===== src/rtl/fsmr_pkg.sv =====
// Shared types and constants for the source-matching queue.
// No dependencies; imported by fsmr_cell, fsmr_chain and the top level.
package fsmr_pkg;

  // Field widths on the stream ports
  localparam int KIND_W      = 2;
  localparam int SRC_W       = 16;
  localparam int PAY_W       = 32;
  localparam int POS_W       = 4;
  localparam int CNT_OUT_W   = 5;
  localparam int IN_TDATA_W  = 48;
  localparam int OUT_TDATA_W = 64;
  localparam int OUT_TUSER_W = 1;

  // Operation codes carried on in_tuser
  localparam logic [KIND_W-1:0] KIND_ENQ      = 2'd0;
  localparam logic [KIND_W-1:0] KIND_DEQ      = 2'd1;
  localparam logic [KIND_W-1:0] KIND_DEQ_SRC  = 2'd2;
  localparam logic [KIND_W-1:0] KIND_FIND_SRC = 2'd3;

  // Per-cycle commands from the controller to the cell chain
  typedef struct packed {
    logic shift;  // non-last cells take their upper neighbor's entry
    logic write;  // the addressed cell loads the write bus
  } fsmr_ctrl_t;

endpackage


===== src/rtl/fsmr_cell.sv =====
// One queue slot: holds a source rank and a payload.
// Depends on fsmr_pkg for the chain command struct.
module fsmr_cell #(
  parameter int SOURCE_BITS  = 16,
  parameter int PAYLOAD_BITS = 32
) (
  input  logic                      clk,
  input  fsmr_pkg::fsmr_ctrl_t      ctrl,
  input  logic                      sel,
  input  logic [SOURCE_BITS-1:0]    wr_src,
  input  logic [PAYLOAD_BITS-1:0]   wr_pay,
  input  logic [SOURCE_BITS-1:0]    nb_src,
  input  logic [PAYLOAD_BITS-1:0]   nb_pay,
  output logic [SOURCE_BITS-1:0]    src,
  output logic [PAYLOAD_BITS-1:0]   pay
);
  import fsmr_pkg::*;

  logic [SOURCE_BITS-1:0]  src_r, src_nxt;
  logic [PAYLOAD_BITS-1:0] pay_r, pay_nxt;

  // Write bus wins over the shift so the tail slot can take the rotated head.
  always_comb begin
    src_nxt = src_r;
    pay_nxt = pay_r;
    if (ctrl.write && sel) begin
      src_nxt = wr_src;
      pay_nxt = wr_pay;
    end else if (ctrl.shift) begin
      src_nxt = nb_src;
      pay_nxt = nb_pay;
    end
  end

  always_ff @(posedge clk) begin
    src_r <= src_nxt;
    pay_r <= pay_nxt;
  end

  assign src = src_r;
  assign pay = pay_r;

endmodule


===== src/rtl/fsmr_chain.sv =====
// Row of DEPTH queue cells, slot 0 at the head, shifting toward the head.
// Depends on fsmr_pkg and fsmr_cell.
module fsmr_chain #(
  parameter int DEPTH        = 16,
  parameter int SOURCE_BITS  = 16,
  parameter int PAYLOAD_BITS = 32,
  parameter int IDX_W        = $clog2(DEPTH)
) (
  input  logic                      clk,
  input  fsmr_pkg::fsmr_ctrl_t      ctrl,
  input  logic [IDX_W-1:0]          wr_idx,
  input  logic [SOURCE_BITS-1:0]    wr_src,
  input  logic [PAYLOAD_BITS-1:0]   wr_pay,
  output logic [SOURCE_BITS-1:0]    head_src,
  output logic [PAYLOAD_BITS-1:0]   head_pay
);
  import fsmr_pkg::*;

  logic [SOURCE_BITS-1:0]  src_q  [DEPTH];
  logic [PAYLOAD_BITS-1:0] pay_q  [DEPTH];
  logic [SOURCE_BITS-1:0]  nb_src [DEPTH];
  logic [PAYLOAD_BITS-1:0] nb_pay [DEPTH];

  genvar i;
  generate
    for (i = 0; i < DEPTH; i++) begin : g_cell
      // The last slot has no upper neighbor; it recirculates its own value.
      if (i == DEPTH - 1) begin : g_last
        assign nb_src[i] = src_q[i];
        assign nb_pay[i] = pay_q[i];
      end else begin : g_mid
        assign nb_src[i] = src_q[i+1];
        assign nb_pay[i] = pay_q[i+1];
      end

      fsmr_cell #(
        .SOURCE_BITS  (SOURCE_BITS),
        .PAYLOAD_BITS (PAYLOAD_BITS)
      ) u_cell (
        .clk    (clk),
        .ctrl   (ctrl),
        .sel    (wr_idx == IDX_W'(i)),
        .wr_src (wr_src),
        .wr_pay (wr_pay),
        .nb_src (nb_src[i]),
        .nb_pay (nb_pay[i]),
        .src    (src_q[i]),
        .pay    (pay_q[i])
      );
    end
  endgenerate

  assign head_src = src_q[0];
  assign head_pay = pay_q[0];

endmodule


===== src/rtl/fifo_with_source_match_removal.sv =====
// Top level of the bounded queue with removal by source rank.
// Depends on fsmr_pkg, fsmr_chain (and through it fsmr_cell).
//
//  Channel | Direction | Handshake          | Contents
//  --------+-----------+--------------------+--------------------------------------------
//  in_     | slave     | in_tvalid/tready   | tuser: kind; tdata: source_rank, payload
//  out_    | master    | out_tvalid/tready  | tuser: ok; tdata: source, payload, pos, count
//
// Enqueue and dequeue of the head pass from input transfer through the execute
// and done states to the output register. Dequeue by source and find stay in the
// execute state through all N entries held: the cell ring rotates one entry per
// cycle past the head comparator, so a full pass restores the order (minus a
// removed entry). Reset clears the entry count, the sequencer and the output
// valid; cell contents stay as they are. One item is in work at a time; the next
// input transfer is taken while a finished result still waits in the output
// register, and a second finished result holds the input until that one drains.
module fifo_with_source_match_removal #(
  parameter int DEPTH        = 16,
  parameter int SOURCE_BITS  = 16,
  parameter int PAYLOAD_BITS = 32
) (
  input  logic                                clk,
  input  logic                                rst_n,
  input  logic                                in_tvalid,
  output logic                                in_tready,
  input  logic [fsmr_pkg::IN_TDATA_W-1:0]     in_tdata,   // [15:0] source_rank, [47:16] payload
  input  logic [fsmr_pkg::KIND_W-1:0]         in_tuser,   // [1:0] kind
  output logic                                out_tvalid,
  input  logic                                out_tready,
  output logic [fsmr_pkg::OUT_TDATA_W-1:0]    out_tdata,  // [15:0] out_source,
                                                          // [47:16] out_payload,
                                                          // [51:48] position,
                                                          // [56:52] entry_count, rest 0
  output logic [fsmr_pkg::OUT_TUSER_W-1:0]    out_tuser   // [0] ok
);
  import fsmr_pkg::*;

  localparam int IDX_W = $clog2(DEPTH);
  localparam int CNT_W = $clog2(DEPTH + 1);

  localparam logic [1:0] ST_IDLE = 2'd0;
  localparam logic [1:0] ST_EXEC = 2'd1;
  localparam logic [1:0] ST_DONE = 2'd2;

  // Operation registers
  logic [1:0]               state_r, state_nxt;
  logic [KIND_W-1:0]        kind_r, kind_nxt;
  logic [SOURCE_BITS-1:0]   key_r, key_nxt;
  logic [PAYLOAD_BITS-1:0]  pay_r, pay_nxt;
  logic [CNT_W-1:0]         count_r, count_nxt;
  logic [CNT_W-1:0]         steps_r, steps_nxt;
  logic [IDX_W-1:0]         pos_r, pos_nxt;
  logic                     found_r, found_nxt;

  // Finished result, waiting for the output register
  logic                     res_ok_r, res_ok_nxt;
  logic [SOURCE_BITS-1:0]   res_src_r, res_src_nxt;
  logic [PAYLOAD_BITS-1:0]  res_pay_r, res_pay_nxt;
  logic [IDX_W-1:0]         res_pos_r, res_pos_nxt;

  // Output register
  logic                     out_valid_r, out_valid_nxt;
  logic [OUT_TDATA_W-1:0]   out_data_r, out_data_nxt;
  logic                     out_ok_r, out_ok_nxt;

  // Chain interface
  fsmr_ctrl_t               ctrl;
  logic [IDX_W-1:0]         wr_idx;
  logic [SOURCE_BITS-1:0]   wr_src;
  logic [PAYLOAD_BITS-1:0]  wr_pay;
  logic [SOURCE_BITS-1:0]   head_src;
  logic [PAYLOAD_BITS-1:0]  head_pay;

  // Field resizing between port widths and parameter widths
  logic [SOURCE_BITS+SRC_W-1:0]   in_src_ext;
  logic [PAYLOAD_BITS+PAY_W-1:0]  in_pay_ext;
  logic [SRC_W+SOURCE_BITS-1:0]   o_src_ext;
  logic [PAY_W+PAYLOAD_BITS-1:0]  o_pay_ext;
  logic [POS_W+IDX_W-1:0]         o_pos_ext;
  logic [CNT_OUT_W+CNT_W-1:0]     o_cnt_ext;

  logic in_xfer;
  logic out_free;
  logic head_match;

  assign in_src_ext = {{SOURCE_BITS{1'b0}}, in_tdata[SRC_W-1:0]};
  assign in_pay_ext = {{PAYLOAD_BITS{1'b0}}, in_tdata[SRC_W+PAY_W-1:SRC_W]};
  assign o_src_ext  = {{SRC_W{1'b0}}, res_src_r};
  assign o_pay_ext  = {{PAY_W{1'b0}}, res_pay_r};
  assign o_pos_ext  = {{POS_W{1'b0}}, res_pos_r};
  assign o_cnt_ext  = {{CNT_OUT_W{1'b0}}, count_r};

  assign in_tready  = (state_r == ST_IDLE);
  assign in_xfer    = in_tvalid && in_tready;
  assign out_free   = !out_valid_r || out_tready;
  assign head_match = (head_src == key_r) && !found_r;

  always_comb begin
    state_nxt     = state_r;
    kind_nxt      = kind_r;
    key_nxt       = key_r;
    pay_nxt       = pay_r;
    count_nxt     = count_r;
    steps_nxt     = steps_r;
    pos_nxt       = pos_r;
    found_nxt     = found_r;
    res_ok_nxt    = res_ok_r;
    res_src_nxt   = res_src_r;
    res_pay_nxt   = res_pay_r;
    res_pos_nxt   = res_pos_r;
    out_valid_nxt = out_valid_r;
    out_data_nxt  = out_data_r;
    out_ok_nxt    = out_ok_r;
    ctrl          = '0;
    wr_idx        = count_r[IDX_W-1:0];
    wr_src        = key_r;
    wr_pay        = pay_r;

    // Drain the output register on transfer
    if (out_valid_r && out_tready) begin
      out_valid_nxt = 1'b0;
    end

    case (state_r)
      ST_IDLE: begin
        if (in_xfer) begin
          kind_nxt    = in_tuser;
          key_nxt     = in_src_ext[SOURCE_BITS-1:0];
          pay_nxt     = in_pay_ext[PAYLOAD_BITS-1:0];
          steps_nxt   = count_r;
          pos_nxt     = '0;
          found_nxt   = 1'b0;
          res_ok_nxt  = 1'b0;
          res_src_nxt = '0;
          res_pay_nxt = '0;
          res_pos_nxt = '0;
          state_nxt   = ST_EXEC;
        end
      end

      ST_EXEC: begin
        case (kind_r)
          KIND_ENQ: begin
            // Append at the first free slot
            if (count_r < CNT_W'(DEPTH)) begin
              ctrl.write = 1'b1;
              count_nxt  = count_r + 1'b1;
              res_ok_nxt = 1'b1;
            end
            state_nxt = ST_DONE;
          end
          KIND_DEQ: begin
            // Take the head and advance the row
            if (count_r != '0) begin
              ctrl.shift  = 1'b1;
              count_nxt   = count_r - 1'b1;
              res_ok_nxt  = 1'b1;
              res_src_nxt = head_src;
              res_pay_nxt = head_pay;
            end
            state_nxt = ST_DONE;
          end
          default: begin
            // Rotate: the head drops into the tail slot, or is dropped on a
            // first match when removing by source.
            if (steps_r == '0) begin
              res_ok_nxt = found_r;
              state_nxt  = ST_DONE;
            end else begin
              ctrl.shift = 1'b1;
              steps_nxt  = steps_r - 1'b1;
              pos_nxt    = pos_r + 1'b1;
              wr_idx     = IDX_W'(count_r - 1'b1);
              wr_src     = head_src;
              wr_pay     = head_pay;
              if (head_match) begin
                found_nxt = 1'b1;
                if (kind_r == KIND_DEQ_SRC) begin
                  count_nxt   = count_r - 1'b1;
                  res_src_nxt = head_src;
                  res_pay_nxt = head_pay;
                end else begin
                  ctrl.write  = 1'b1;
                  res_pos_nxt = pos_r;
                end
              end else begin
                ctrl.write = 1'b1;
              end
            end
          end
        endcase
      end

      ST_DONE: begin
        // Hold the result until the output register is free
        if (out_free) begin
          out_valid_nxt = 1'b1;
          out_ok_nxt    = res_ok_r;
          out_data_nxt  = {{(OUT_TDATA_W-SRC_W-PAY_W-POS_W-CNT_OUT_W){1'b0}},
                           o_cnt_ext[CNT_OUT_W-1:0], o_pos_ext[POS_W-1:0],
                           o_pay_ext[PAY_W-1:0], o_src_ext[SRC_W-1:0]};
          state_nxt     = ST_IDLE;
        end
      end

      default: begin
        state_nxt = ST_IDLE;
      end
    endcase
  end

  always_ff @(posedge clk) begin
    if (!rst_n) begin
      state_r     <= ST_IDLE;
      count_r     <= '0;
      out_valid_r <= 1'b0;
    end else begin
      state_r     <= state_nxt;
      count_r     <= count_nxt;
      out_valid_r <= out_valid_nxt;
    end
  end

  always_ff @(posedge clk) begin
    kind_r     <= kind_nxt;
    key_r      <= key_nxt;
    pay_r      <= pay_nxt;
    steps_r    <= steps_nxt;
    pos_r      <= pos_nxt;
    found_r    <= found_nxt;
    res_ok_r   <= res_ok_nxt;
    res_src_r  <= res_src_nxt;
    res_pay_r  <= res_pay_nxt;
    res_pos_r  <= res_pos_nxt;
    out_data_r <= out_data_nxt;
    out_ok_r   <= out_ok_nxt;
  end

  fsmr_chain #(
    .DEPTH        (DEPTH),
    .SOURCE_BITS  (SOURCE_BITS),
    .PAYLOAD_BITS (PAYLOAD_BITS)
  ) u_chain (
    .clk      (clk),
    .ctrl     (ctrl),
    .wr_idx   (wr_idx),
    .wr_src   (wr_src),
    .wr_pay   (wr_pay),
    .head_src (head_src),
    .head_pay (head_pay)
  );

  assign out_tvalid = out_valid_r;
  assign out_tdata  = out_data_r;
  assign out_tuser  = out_ok_r;

endmodule


===== config.mk =====
export PLATFORM = sky130hd
export DESIGN_NAME = fifo_with_source_match_removal
export DESIGN_NICKNAME = d
export VERILOG_FILES = /design/src/rtl/fsmr_pkg.sv /design/src/rtl/fsmr_cell.sv /design/src/rtl/fsmr_chain.sv /design/src/rtl/fifo_with_source_match_removal.sv
export SDC_FILE = /design/constraint.sdc
export NUM_CORES = 1
export LEC_CHECK = 0
export CAP_MARGIN = 30
export CORE_MARGIN = 2
export CORE_UTILIZATION = 40
export DETAILED_ROUTE_END_ITERATION = 8
export DONT_BUFFER_PORTS = 1
export PLACE_DENSITY = 0.54
export REMOVE_ABC_BUFFERS = 1
export SETUP_SLACK_MARGIN = 0.02
export SYNTH_ARGS = -nofsm -noshare
export SYNTH_HDL_FRONTEND = slang
export SYNTH_SLANG_ARGS = --single-unit

===== constraint.sdc =====
create_clock -name clk -period 13.8 [get_ports clk]
set_input_delay 2.76 -clock clk [delete_from_list [all_inputs] [get_ports clk]]
set_output_delay 2.76 -clock clk [all_outputs]
set_load 0.01 [all_outputs]

==> flow_summary.yaml <==
sta:
  setup_ws_ns: 9.34
  setup_violations: 0
  setup_tns_ns: 0
  slew_headroom_pct: 31.9
  fmax_mhz: 224
  fin_skew_ns: 0.0272
  hold_viol_final: 0
  rsz0062_at_grt: "no"
  maxSlewViolCount: 0
  finalCritPeriodShare_pct: 32.3
  min_period_ns: 4.46
  tightest_slew_ns: 1.02
global_route:
  gr-usage-met3_pct: 4.32
  grt_overflow: 0
  gr-usage-all-layers_pct: 19.4
  antenna_found_initial: 15
  grt_pass1_wl_mm: 145
  grt_max_degree: 67
  grtUsageMet1_pct: 26.1
  global_route.usage.met2_pct: 31.6
  grt_pass1_vias: 20200
  busiest_layer: "met2"
clock_network:
  post_cts_buffers: 0
  clk_path_buf_depth: 3
  cts.sinks: 947
  cts-resized-gates: 0
  root_buffer: "clkbuf_16"
  hold_buffers: 0
  numCtsBuffers: 101
  htreeDepth: 3
  clk_latency_ns: 0.68
  clk_pin_slew_ns: 0.06
  cts_tree: "built"
power_and_ir_drop:
  p_clk_share_pct: 39.6
  comb_power_share_pct: 8.2
  ir_worst_vdd_mv: 0.0891
  p_sw_uw: 1560
  internal_power_uw: 5100
  p_seq_share_pct: 52.2
  swShare_pct: 23.5
  p_per_area_nw_per_um2: 149
  totalPowerFinal_uw: 6670
  p_leak_uw: 0.0146
critical_path:
  critPathKind: "register to register"
  required_ns: 14.12
  r2r_cells: 8
  crit_buf_inv: 2
  arrival_ns: 4.78
  slowest_delay_ns: 0.78
  path_cells: "inv_1 -> ha_1 -> nand2b_1 -> o32ai_1 -> nand2_1 -> a211oi_4 -> nand2b_2 -> buf_4"
  crit_fanout: 27
  crit_path_end_kind: "register"
  crit_path_top_delay_cell: "a211oi_4"
  reg2reg_from: "count_r[0]"
  critPathTopFamily: "compound AO/OA/AOI/OAI gates"
  rrSetupSlack_ns: 9.34
  r2r-end: "u_chain.g_cell[14].u_cell.pay[22]"
  critPathLaunchType: "register"
  worstSetupPathDepth: 8
place:
  io_buffers: 0
  dpl_worst_slack_ns: 9.05
  place_congestion: 0.885
  dp_hpwl_mm: 66.5
yosys:
  syn_area_um2: 40000
  ys_dominant_reg_cell: "edfxtp_1"
  synth_cell_types: 62
  synth_common_cells: "edfxtp_1, mux2_2, nand2_1"
  synth.yosys.seq_area_share_pct: 70.8
  avgSynthCellArea_um2: 17.9
  synth_top_area_share_pct: 70.4
  async_reset_ff_share_pct: 0
  yosys.area.top_type: "edfxtp_1"
  syn_inst: 2235
  synth_most_common_cell: "edfxtp_1"
  synth.area.top_cells: "edfxtp_1, mux2_2, mux2_4"
  ys_ff_latch: 947
  synth-edff-count: 939
  ys.warnings.count: 0
finish:
  drive_gt1_share_pct: 39.2
  nFillCells: 8450
  nets: 2294
  syn_to_final_growth_pct: 11.7
drt:
  drcViolationCount: 0
  num_vias: 19200
  drtIter0Drc: 1617
  drtAntennaViolNets: 0
  firstDrtPassIters: 5
  wire_per_inst_um: 27.6
  postRouteWirelength_mm: 99.7
  vias_per_cell: 5.32
floorplan:
  dieWidth_um: 320
  core_area_um2: 99700
  die_height_um: 320
  start_util_pct: 40.1
  io_pins: 121
  die_area_um2: 103000
  rows: 116
run_status:
  status: "finished, final reports clean"
min_path:
  worstHoldEndpoint: "out_tdata[10]"
  min_path_type: "register to register"
  hp-start: "res_src_r[10]"
  hold_depth: 0
run:
  drv_cap: 0
[power groups by stage]
stage,clock (uW),sequential [uW],combinational [uW]
floorplan,0,3510,306
global placement,0,3540,516
detailed placement,0,3540,550
CTS,2700,3480,555
global route,2800,3490,589
finish,2640,3480,546
[layer usage]
| metal | wire length, um | vias up |
|---|---|---|
| met5 | 59 | - |
| met2 | 47300 | 491 |
| li1 | - | 8501 |
| met4 | 2470 | 8 |
| met1 | 43800 | 10100 |
| met3 | 6020 | 149 |
[metrics by stage]
| step | utilization, % | instance area, um2 | hold WS (ns) | instances |
|---|---|---|---|---|
| floorplan | - | 39100 | 0.400 | 2081 |
| global placement | 41.2 | 41100 | 0.400 | 3406 |
| detailed placement | 41.6 | 41500 | 0.406 | 3424 |
| CTS | 44.8 | 44700 | 0.413 | 3611 |
| global route | 44.8 | 44700 | 0.424 | 3612 |
| finish | 44.8 | 44700 | 0.412 | 3616 |
[sequential cells by signal, indices dropped and copies added, names as in the netlist, 4 cells and up]
register / flops
count_r: 5
pos_r: 4
res_pay_r: 32
steps_r: 5
u_chain.g_cell.u_cell.pay: 512
res_pos_r: 4
key_r: 16
u_chain.g_cell.u_cell.src: 256
res_src_r: 16
pay_r: 32
out_tdata: 57
[worst register-to-register path, cell delays in order, from the launching register on]
cell	delay, ns
dfxtp_1	0.67
inv_1	0.22
ha_1	0.41
nand2b_1	0.17
o32ai_1	0.36
nand2_1	0.22
a211oi_4	0.78
nand2b_2	0.74
buf_4	0.54
[how the worst max path moves through the flow]
stage | startpoint | endpoint
2_1_floorplan | kind_r[0] | u_chain.g_cell[5].u_cell.pay[0]
3_5_place_dp | in_tvalid | res_pay_r[31]
6_report | count_r[0] | u_chain.g_cell[14].u_cell.pay[22]
5_1_grt | count_r[0] | u_chain.g_cell[14].u_cell.src[11]
3_3_place_gp | in_tvalid | res_pay_r[1]
4_1_cts | count_r[0] | u_chain.g_cell[14].u_cell.src[8]
[cells by family after synthesis]
family	after synthesis	synth area share [%]
AO/OA/AOI/OAI	54	1.23
XOR/XNOR	22	0.481
adder cells (fa/ha/maj)	10	0.313
buffers and inverters	168	2.35
flip-flops	947	70.8
multiplexers	726	20.9
other	1	0.00937
AND/OR/NAND/NOR	307	3.85
[cell usage in the layout, fill, tap and decap left out, types with 6 or more instances in the layout]
| master | n |
|---|---|
| nand2b_1 | 11 |
| inv_1 | 7 |
| xor2_1 | 11 |
| and2_1 | 60 |
| buf_12 | 10 |
| a211oi_4 | 8 |
| mux2_1 | 52 |
| o21ai_0 | 7 |
| conb_1 | 7 |
| nand2b_2 | 14 |
| ha_1 | 10 |
| buf_16 | 6 |
| clkbuf_1 | 20 |
| mux2_4 | 54 |
| buf_4 | 27 |
| xnor2_1 | 11 |
| clkbuf_16 | 104 |
| clkinv_1 | 26 |
| nor2_1 | 13 |
| nand2_1 | 167 |
| mux2_2 | 615 |
| bufinv_16 | 8 |
| dfxtp_1 | 8 |
| clkinv_2 | 24 |
| edfxtp_1 | 939 |
| nand3_1 | 7 |
[layout make-up]
cell class / count / area (um2) / share of cell area (%)
Inverter: 8 / 30.0 / 0.0672
Clock inverter: 63 / 509 / 1.14
Multi-Input combinational cell: 1126 / 10900 / 24.3
Antenna cell: 4 / 10.0 / 0.0224
Sequential cell: 947 / 28400 / 63.4
Timing Repair Buffer: 46 / 613 / 1.37
Tap cell: 1298 / 1620 / 3.63
Clock buffer: 124 / 2680 / 5.99
(Power assumes the default switching activity.)
